`src/design/owm_pkg.sv`:
```
`timescale 1ns / 1ps

package owm_pkg;

	// command codes carried by op
	localparam logic [1:0] OP_TICK  = 2'd0;
	localparam logic [1:0] OP_RESET = 2'd1;
	localparam logic [1:0] OP_WRITE = 2'd2;
	localparam logic [1:0] OP_READ  = 2'd3;

	// timing register bank
	localparam int NUM_REGS  = 8;
	localparam int REG_W     = 10;
	localparam int REG_IDX_W = 4;
	localparam int REG_SEL_W = 3;

	localparam logic [REG_SEL_W-1:0] REG_RESET_LOW     = 3'd0;
	localparam logic [REG_SEL_W-1:0] REG_PRESENCE_WAIT = 3'd1;
	localparam logic [REG_SEL_W-1:0] REG_RESET_TAIL    = 3'd2;
	localparam logic [REG_SEL_W-1:0] REG_SHORT_LOW     = 3'd3;
	localparam logic [REG_SEL_W-1:0] REG_LONG_PHASE    = 3'd4;
	localparam logic [REG_SEL_W-1:0] REG_SHORT_RECOV   = 3'd5;
	localparam logic [REG_SEL_W-1:0] REG_READ_SAMPLE   = 3'd6;
	localparam logic [REG_SEL_W-1:0] REG_READ_TAIL     = 3'd7;

	typedef logic [REG_W-1:0] reg_val_t;
	typedef reg_val_t [NUM_REGS-1:0] reg_bank_t;

	// values after reset
	localparam reg_bank_t REG_INIT = '{
		7: 10'd50,
		6: 10'd10,
		5: 10'd2,
		4: 10'd60,
		3: 10'd2,
		2: 10'd400,
		1: 10'd80,
		0: 10'd480
	};

endpackage

```
`src/design/onewire_bus_master.sv`:
```
`timescale 1ns / 1ps
// each input transfer's result is captured in the output register on the clock edge that takes the transfer
// throughput: one item per cycle while the result side takes every transfer
// the whole step is one pass of next-state logic ahead of the state and result registers
// reset: arst_n clears the sequencer to idle, timing registers to their defaults,
// presence and read byte to zero, and empties the result register

module onewire_bus_master
	import owm_pkg::*;
#(
	parameter int TIMER_WIDTH = 10
) (
	input  logic                 clk,
	input  logic                 arst_n,
	input  logic                 cfg_we,
	input  logic [REG_IDX_W-1:0] cfg_index,
	input  logic [REG_W-1:0]     cfg_wdata,
	input  logic                 in_valid,
	output logic                 in_ready,
	input  logic [1:0]           op,
	input  logic [7:0]           data_byte,
	input  logic                 bus_sample,
	output logic                 out_valid,
	input  logic                 out_ready,
	output logic                 drive_low,
	output logic                 busy_res,
	output logic                 done_res,
	output logic                 presence,
	output logic [7:0]           read_value,
	output logic                 rejected
);

	localparam int CMP_W = (TIMER_WIDTH > REG_W) ? TIMER_WIDTH : REG_W;
	localparam logic [TIMER_WIDTH-1:0] TMAX = {TIMER_WIDTH{1'b1}};

	typedef enum logic [3:0] {
		PH_IDLE,
		PH_RST_LOW,
		PH_RST_WAIT,
		PH_RST_TAIL,
		PH_SLOT_LOW,
		PH_SLOT_MID,
		PH_SLOT_TAIL
	} phase_t;

	typedef logic [TIMER_WIDTH-1:0] tmr_t;

	reg_bank_t regs;
	tmr_t      len [NUM_REGS];

	phase_t     phase_q, phase_n;
	tmr_t       timer_q, timer_n, timer_dec;
	logic [2:0] bit_q, bit_n;
	logic [7:0] shift_q, shift_n;
	logic       pres_q, pres_n;
	logic       is_read_q, is_read_n;
	logic [7:0] last_read_q, last_read_n;
	logic       done_n, rej_n;
	logic       in_xfer;
	logic       out_valid_q;

	owm_regs u_regs (
		.clk       (clk),
		.arst_n    (arst_n),
		.cfg_we    (cfg_we),
		.cfg_index (cfg_index),
		.cfg_wdata (cfg_wdata),
		.regs      (regs)
	);

	// phase lengths: zero counts as one tick, large values saturate to the timer range
	always_comb begin
		for (int i = 0; i < NUM_REGS; i++) begin
			if (regs[i] == '0) begin
				len[i] = tmr_t'(1);
			end else if (CMP_W'(regs[i]) > CMP_W'(TMAX)) begin
				len[i] = TMAX;
			end else begin
				len[i] = tmr_t'(CMP_W'(regs[i]));
			end
		end
	end

	assign timer_dec = timer_q - tmr_t'(1);

	// next state and result for the item on the input
	always_comb begin
		phase_n     = phase_q;
		timer_n     = timer_q;
		bit_n       = bit_q;
		shift_n     = shift_q;
		pres_n      = pres_q;
		is_read_n   = is_read_q;
		last_read_n = last_read_q;
		done_n      = 1'b0;
		rej_n       = 1'b0;

		if (op != OP_TICK) begin
			if (phase_q != PH_IDLE) begin
				rej_n = 1'b1;
			end else if (op == OP_RESET) begin
				is_read_n = 1'b0;
				phase_n   = PH_RST_LOW;
				timer_n   = len[REG_RESET_LOW];
			end else begin
				is_read_n = (op == OP_READ);
				shift_n   = (op == OP_READ) ? 8'd0 : data_byte;
				bit_n     = 3'd0;
				phase_n   = PH_SLOT_LOW;
				timer_n   = ((op == OP_READ) || data_byte[0]) ?
				            len[REG_SHORT_LOW] : len[REG_LONG_PHASE];
			end
		end else if (phase_q != PH_IDLE) begin
			timer_n = timer_dec;
			if (timer_dec == '0) begin
				case (phase_q)
					PH_RST_LOW: begin
						phase_n = PH_RST_WAIT;
						timer_n = len[REG_PRESENCE_WAIT];
					end
					PH_RST_WAIT: begin
						pres_n  = ~bus_sample;
						phase_n = PH_RST_TAIL;
						timer_n = len[REG_RESET_TAIL];
					end
					PH_RST_TAIL: begin
						phase_n = PH_IDLE;
						timer_n = '0;
						done_n  = 1'b1;
					end
					PH_SLOT_LOW: begin
						phase_n = PH_SLOT_MID;
						if (is_read_q) begin
							timer_n = len[REG_READ_SAMPLE];
						end else if (shift_q[0]) begin
							timer_n = len[REG_LONG_PHASE];
						end else begin
							timer_n = len[REG_SHORT_RECOV];
						end
					end
					PH_SLOT_MID, PH_SLOT_TAIL: begin
						if (is_read_q && (phase_q == PH_SLOT_MID)) begin
							// read sample point
							shift_n = {bus_sample, shift_q[7:1]};
							phase_n = PH_SLOT_TAIL;
							timer_n = len[REG_READ_TAIL];
						end else begin
							// end of bit slot
							shift_n = is_read_q ? shift_q : {1'b0, shift_q[7:1]};
							bit_n   = bit_q + 3'd1;
							if (bit_q == 3'd7) begin
								phase_n = PH_IDLE;
								timer_n = '0;
								done_n  = 1'b1;
								if (is_read_q) begin
									last_read_n = shift_q;
								end
							end else begin
								phase_n = PH_SLOT_LOW;
								timer_n = (is_read_q || shift_n[0]) ?
								          len[REG_SHORT_LOW] : len[REG_LONG_PHASE];
							end
						end
					end
					default: begin
						phase_n = PH_IDLE;
						timer_n = '0;
					end
				endcase
			end
		end
	end

	// result register frees itself when the result side takes its transfer
	assign in_ready = !out_valid_q || out_ready;
	assign in_xfer  = in_valid && in_ready;

	// sequencer state
	always_ff @(posedge clk or negedge arst_n) begin
		if (!arst_n) begin
			phase_q     <= PH_IDLE;
			timer_q     <= '0;
			bit_q       <= 3'd0;
			shift_q     <= 8'd0;
			pres_q      <= 1'b0;
			is_read_q   <= 1'b0;
			last_read_q <= 8'd0;
		end else if (in_xfer) begin
			phase_q     <= phase_n;
			timer_q     <= timer_n;
			bit_q       <= bit_n;
			shift_q     <= shift_n;
			pres_q      <= pres_n;
			is_read_q   <= is_read_n;
			last_read_q <= last_read_n;
		end
	end

	// result register
	always_ff @(posedge clk or negedge arst_n) begin
		if (!arst_n) begin
			out_valid_q <= 1'b0;
		end else if (in_xfer) begin
			out_valid_q <= 1'b1;
		end else if (out_ready) begin
			out_valid_q <= 1'b0;
		end
	end

	always_ff @(posedge clk) begin
		if (in_xfer) begin
			drive_low  <= (phase_n == PH_RST_LOW) || (phase_n == PH_SLOT_LOW);
			busy_res   <= (phase_n != PH_IDLE);
			done_res   <= done_n;
			presence   <= pres_n;
			read_value <= last_read_n;
			rejected   <= rej_n;
		end
	end

	assign out_valid = out_valid_q;

endmodule

```
`src/design/owm_regs.sv`:
```
`timescale 1ns / 1ps

module owm_regs
	import owm_pkg::*;
(
	input  logic                 clk,
	input  logic                 arst_n,
	input  logic                 cfg_we,
	input  logic [REG_IDX_W-1:0] cfg_index,
	input  logic [REG_W-1:0]     cfg_wdata,
	output reg_bank_t            regs
);

	reg_bank_t regs_q;

	// timing registers, writes beyond the bank are dropped
	always_ff @(posedge clk or negedge arst_n) begin
		if (!arst_n) begin
			regs_q <= REG_INIT;
		end else if (cfg_we && (cfg_index < REG_IDX_W'(NUM_REGS))) begin
			regs_q[cfg_index[$clog2(NUM_REGS)-1:0]] <= cfg_wdata;
		end
	end

	assign regs = regs_q;

endmodule
```
`config.mk`:
```
export PLATFORM = sky130hd
export DESIGN_NAME = onewire_bus_master
export DESIGN_NICKNAME = d
export VERILOG_FILES = /design/src/design/owm_pkg.sv /design/src/design/onewire_bus_master.sv /design/src/design/owm_regs.sv
export SDC_FILE = /design/constraint.sdc
export NUM_CORES = 1
export LEC_CHECK = 0
export BUFFER_PORTS_ARGS = -buffer_cell sky130_fd_sc_hd__buf_2
export CORE_ASPECT_RATIO = 1.25
export CORE_MARGIN = 10
export CORE_UTILIZATION = 35
export DETAILED_ROUTE_END_ITERATION = 12
export PLACE_DENSITY_LB_ADDON = 0.1
export SLEW_MARGIN = 10
export SYNTH_ARGS = -nofsm -noshare
export SYNTH_HDL_FRONTEND = slang
export SYNTH_HIERARCHICAL = 1
export SYNTH_SLANG_ARGS = --single-unit
```
`constraint.sdc`:
```
create_clock -name clk -period 3.3 [get_ports clk]
set_input_delay 0.33 -clock clk [delete_from_list [all_inputs] [get_ports clk]]
set_output_delay 0.33 -clock clk [all_outputs]
set_load 0.02 [all_outputs]
```
# ---- Word-level counts from Yosys, hierarchy flattened
# Cells that the tools add are included.
dict set report totals {
  regBits 129
  mem_count 0
  latchBits 0
  ramBits 0
  mem_bits_ro 0
  inputBits 30
  elab_cells 159
  output_inout_bits 15
}
dict set report classes {
  n_reduce_logical 32
  div 0
  shifts 0
  bitwise_logic 3
  magnitude_cmp 11
  n_addsub 2
  n_eq_ne 15
  multipliers 0
  mux 73
}
# cell count
set op_table {}
lappend op_table {{10-bit two-way mux} 28}
lappend op_table {{8-bit two-way mux} 16}
lappend op_table {{10-bit zero test} 9}
lappend op_table {{80-bit bitwise mux} 1}
lappend op_table {{10-bit greater-than comparator (second input constant)} 8}
lappend op_table {{10-bit one-hot mux with 4 select lines} 1}
lappend op_table {{10-bit demux with 3-bit select} 1}
lappend op_table {{3-bit two-way mux} 10}
lappend op_table {{4-bit by 3-bit == test with 1-bit output (second input constant)} 4}
lappend op_table {{4-bit two-way mux} 4}
lappend op_table {{7-bit AND reduction} 2}
lappend op_table {{3-bit one-hot mux with 4 select lines} 1}
lappend op_table {{1-bit two-way mux} 10}
lappend op_table {{2-bit nonzero test} 5}
lappend op_table {{10-bit by 1-bit subtractor with 10-bit output (second input constant)} 1}
lappend op_table {{4-bit by 1-bit == test with 1-bit output (second input constant)} 2}
lappend op_table {{4-bit by 2-bit == test with 1-bit output (second input constant)} 2}
lappend op_table {{4-bit nonzero test} 2}
lappend op_table {{2-bit inequality test (second input constant)} 3}
lappend op_table {{3-bit AND reduction} 2}
lappend op_table {{6-bit AND reduction} 1}
lappend op_table {{1-bit logical AND} 4}
lappend op_table {{1-bit logical OR} 4}
lappend op_table {{3-bit by 4-bit less-than comparator with 1-bit output (second input constant)} 1}
lappend op_table {{12 further kinds} 14}

# ---- Longest topological paths before layout
dict set report depth {
  word_depth 10
  mapped_depth 11
  mapped_depth_nobuf 9
}

# ---- Modules after synthesis
# Netlist, hierarchy kept.
# mod n_inst area_per_inst_um2 cells_each
set modules_own_cells {}
lappend modules_own_cells {onewire_bus_master 1 3832.4 448}
lappend modules_own_cells {owm_regs 1 3099.2 178}

# ---- Worst setup path after synthesis
# OpenSTA, ideal clock, no wires.
dict set report synth_timing {
  path_kind {register to register}
  from {register timer_q[2]}
  to {register busy_res, data pin}
  required_time_ps 3035
  path_buffers 2
  t_arrival_ps 2831
  path_slack_ps 203
  stages_incl_launch_ff 9
  setup_time_ps 265
  cell_sequence {dfrtp_1 -> buf_6 -> or4_4 -> or4_1 -> a311o_1 -> buf_6 -> o41ai_2 -> nand2_1 -> or3_1}
}
dict set report synth_between {
  elab_chain_len 6
}
# element line
set synth_lines {}
lappend synth_lines {{start, declared} onewire_bus_master.sv:52} ;# tmr_t timer_q, timer_n, timer_dec;
lappend synth_lines {{start signal, assigned} onewire_bus_master.sv:190} ;# timer_q <= timer_n;
lappend synth_lines {{10-bit by 1-bit subtractor with 10-bit output} onewire_bus_master.sv:84} ;# assign timer_dec = timer_q - tmr_t'(1);
lappend synth_lines {{10-bit zero test} onewire_bus_master.sv:115} ;# if (timer_dec == '0) begin
lappend synth_lines {{4-bit two-way mux} onewire_bus_master.sv:115}
lappend synth_lines {{4-bit two-way mux} onewire_bus_master.sv:113} ;# end else if (phase_q != PH_IDLE) begin
lappend synth_lines {{4-bit two-way mux} onewire_bus_master.sv:98} ;# if (op != OP_TICK) begin
lappend synth_lines {{4-bit nonzero test} onewire_bus_master.sv:213} ;# busy_res <= (phase_n != PH_IDLE);
lappend synth_lines {{end signal, assigned} onewire_bus_master.sv:213}
lappend synth_lines {{end, declared} onewire_bus_master.sv:26} ;# output logic busy_res,
# No other way between the ends.
# A chain may end at the register's enable or synchronous reset.

# ---- Worst setup path in the final report
# Ends and elaborated chain as after synthesis.

==> flow_summary.json <==
{
  "status": "finished, final reports clean",
  "multiInputGateArea_mm2": 0.00340,
  "hold_violations": 0,
  "wire_per_inst_um": 21.3,
  "hpwlAfterDp_mm": 15.2,
  "critPathCaptureType": "flip-flop",
  "synthCells": 626,
  "layout_setup_ws_ps": 196,
  "fmax_ghz": 0.322,
  "drtPass1Iterations": 5,
  "drtIter0Drc": 419,
  "p_leak_nw": 3.42,
  "crit_required_ps": 3470,
  "io_pins": 45,
  "routed_via_density": 5.53,
  "nNetsFinal": 715,
  "fp.dieH_um": 177,
  "grt_use_total": 0.158,
  "setup_viol": 0,
  "place.gp.congestion": 0.888,
  "post-route-min-period_ps": 3100,
  "synth_ff_type": "dfrtp_1",
  "diodes": 0,
  "drc": 0,
  "clk_pin_slew_worst_paths_ps": 60,
  "start_util": 0.356,
  "seqPwrFrac": 0.403,
  "skew_ps": 4.93,
  "clockBufferDepth": 2,
  "io_buffer_count": 44,
  "rsz0062_at_grt": "no",
  "critPathBufInv": 0,
  "grt_pass1_wl_mm": 31.7,
  "async_flop_share": 0.899,
  "cts_max_level": 4,
  "wl_mm": 20.4,
  "grt_pass1_vias": 5374,
  "place_area_mm2": 0.00751,
  "cts_buffers": 17,
  "fin_setup_tns_ps": 0,
  "layout-drive-gt1-share": 0.343,
  "clkSinkCount": 129,
  "seq_area_mm2": 0.00332,
  "vias": 5295,
  "ctsRootBufferMaster": "clkbuf_16",
  "overflow": 0,
  "synth.net_count": 661,
  "fp.dieW_um": 146,
  "syn2layout_area_growth_pct": 17.0,
  "intPower_w": 0.00399,
  "synthTopCellsByArea": "dfrtp_1, mux2_2, dfstp_2",
  "worstPathArrival_ps": 3270,
  "netlist_area_mm2": 0.00693,
  "die-area_mm2": 0.0259,
  "grt_antenna_before_repair": 0,
  "fill_cells": 1894,
  "crit_fanout": 8,
  "worst_pin_slew_ps": 645,
  "fp.coreArea_mm2": 0.0195,
  "crit_path_max_incr_delay_ps": 540,
  "synth.avg_cell_area_um2": 11.1,
  "path_cells": "or4_4 -> or4_1 -> a311o_1 -> nor4_1 -> a211o_1 -> nand2_1 -> or3_1",
  "ff2ff_setup_slack_ps": 200,
  "fin_area_mm2": 0.00811,
  "power_switching_w": 0.00219,
  "rows": 57,
  "fin_crit_sh": 0.941,
  "ys_types": 73,
  "synth-seq-area-share": 0.479,
  "post_cts_buffers": 0,
  "yosysWarnings": 6,
  "critPathSlowestCell": "or4_4",
  "synth-edff-count": 13,
  "clkPwrFrac": 0.303,
  "final_antenna_net_count": 0,
  "yosys_register_bits": 129,
  "power.density_mw_per_mm2": 763,
  "relSlewSlack": 0.570,
  "hold_path_class": "in2reg",
  "cts_tree": "done",
  "grt_max_degree": 48,
  "crit_type": "reg2reg",
  "synth_top_area_frac": 0.347,
  "clk_latency_ps": 420,
  "yosys.area.top_type": "dfrtp_1",
  "cp_top_family": "simple AND/OR/NAND/NOR gates",
  "p_sw_frac": 0.354,
  "pre_cts_ws_ps": 227,
  "p_comb_frac": 0.294,
  "critPathLaunchType": "flip-flop",
  "max_cap_violations": 0,
  "drv_slew": 0,
  "ir_drop_uv": 369
}
==> final timing paths <==
kind | cells past startpoint | end | startpoint
worst max-delay path | 7 | busy_res | timer_q[2]
worst min-delay path | 2 | pres_q | bus_sample
worst max register to register | 7 | busy_res | timer_q[2]
worst min register to register | 1 | last_read_q[7] | last_read_q[7]
max in group asynchronous | 3 | u_regs/regs[13] | arst_n
min in group asynchronous | 2 | u_regs/regs[55] | arst_n
==> worst register-to-register path, delay by kind of cell (launching register included) <==
kind | cells | cell delay [ps]
flops | 1 | 370
compound gates | 2 | 710
simple gates | 5 | 1780
==> cells by family (layout without fill, tap and decap cells) <==
logic type / after synthesis / count (layout) / share of synthesized area
multiplexers: 126 / 126 / 0.205
AO/OA/AOI/OAI: 139 / 139 / 0.137
XOR/XNOR: 8 / 8 / 0.0101
flip-flops: 129 / 129 / 0.479
buffers and inverters: 44 / 111 / 0.0301
adder cells (fa/ha/maj): 5 / 5 / 0.00903
AND/OR/NAND/NOR: 175 / 175 / 0.130
==> stage by stage <==
stage | cells | power (W) | hold slack, ps | utilization
3_3_place_gp | 925 | 0.00429 | 398 | 0.386
3_5_place_dp | 925 | 0.00432 | 401 | 0.386
4_1_cts | 958 | 0.00621 | 118 | 0.416
6_report | 958 | 0.00618 | 124 | 0.416
2_1_floorplan | 626 | 0.00362 | 34.4 | -
5_1_grt | 958 | 0.00651 | 129 | 0.416
==> Yosys cell counts, drive strengths merged, types with 3 or more instances <==
cell type and instances:
nand3b 4, nor4 14, or3 5, nor2 49, xor2 3, a2bb2oi 3, a31oi 12, o211ai 8
a21o 3, mux2i 26, nand2 43, dfrtp 96, xnor2 5, inv 7, o31ai 3, buf 15
mux2 100, a22oi 6, clkbuf 20, nor3 19, and3 3, nor2b 3, dfstp 20, nor3b 5
or2 3, a222oi 9, or4 4, a21oi 30, edfxtp 13, o21ai 38, a211oi 4, ha 5
nand3 10, nand2b 7
==> registers in the layout, indices dropped and copies added (netlist names), 3 cells and up <==
| name | count |
|---|---|
| shift_q | 8 |
| phase_q | 4 |
| read_value | 8 |
| last_read_q | 8 |
| u_regs/regs | 80 |
| timer_q | 10 |
| bit_q | 3 |
==> what timing repair did <==
| item | 4_1_cts | 5_1_grt |
|---|---|---|
| hold endpoints to repair | 38 | 0 |
| resized for setup | 0 | 0 |
| hold buffers | 1 | 0 |
==> layout make-up <==
type / count / area share
timing repair buffer: 70 / 0.0534
clock buffer: 19 / 0.0559
multi-input combinational: 453 / 0.420
clock inverter: 13 / 0.0165
tap: 265 / 0.0409
inverter: 9 / 0.00417
sequential: 129 / 0.409
==> cells in the final DEF, fill, tap and decap left out, types with 20 or more instances in the layout <==
master	instances
dfstp_2	20
dfrtp_1	96
o21ai_0	38
mux2i_1	26
buf_2	43
a21oi_1	27
nand2_1	41
mux2_2	88
nor2_1	47
buf_4	25
==> power by group through the flow <==
stage | Clock, W | Combinational, W | Sequential [W]
floorplan | 0 | 0.00132 | 0.00230
global placement | 0 | 0.00179 | 0.00250
detailed placement | 0 | 0.00182 | 0.00251
CTS | 0.00191 | 0.00182 | 0.00248
global route | 0.00197 | 0.00199 | 0.00255
finish | 0.00187 | 0.00182 | 0.00249
==> routing by layer <==
layer  global-route usage  wire length [µm]  vias to the layer above
met5                    0                 0                        -
li1                     -                 -                     2456
met1                0.191              8910                     2662
met4               0.0675               556                        0
met2                0.269             10100                      147
met3               0.0316               770                       30
Note: power is estimated with default switching activity, not from simulation.
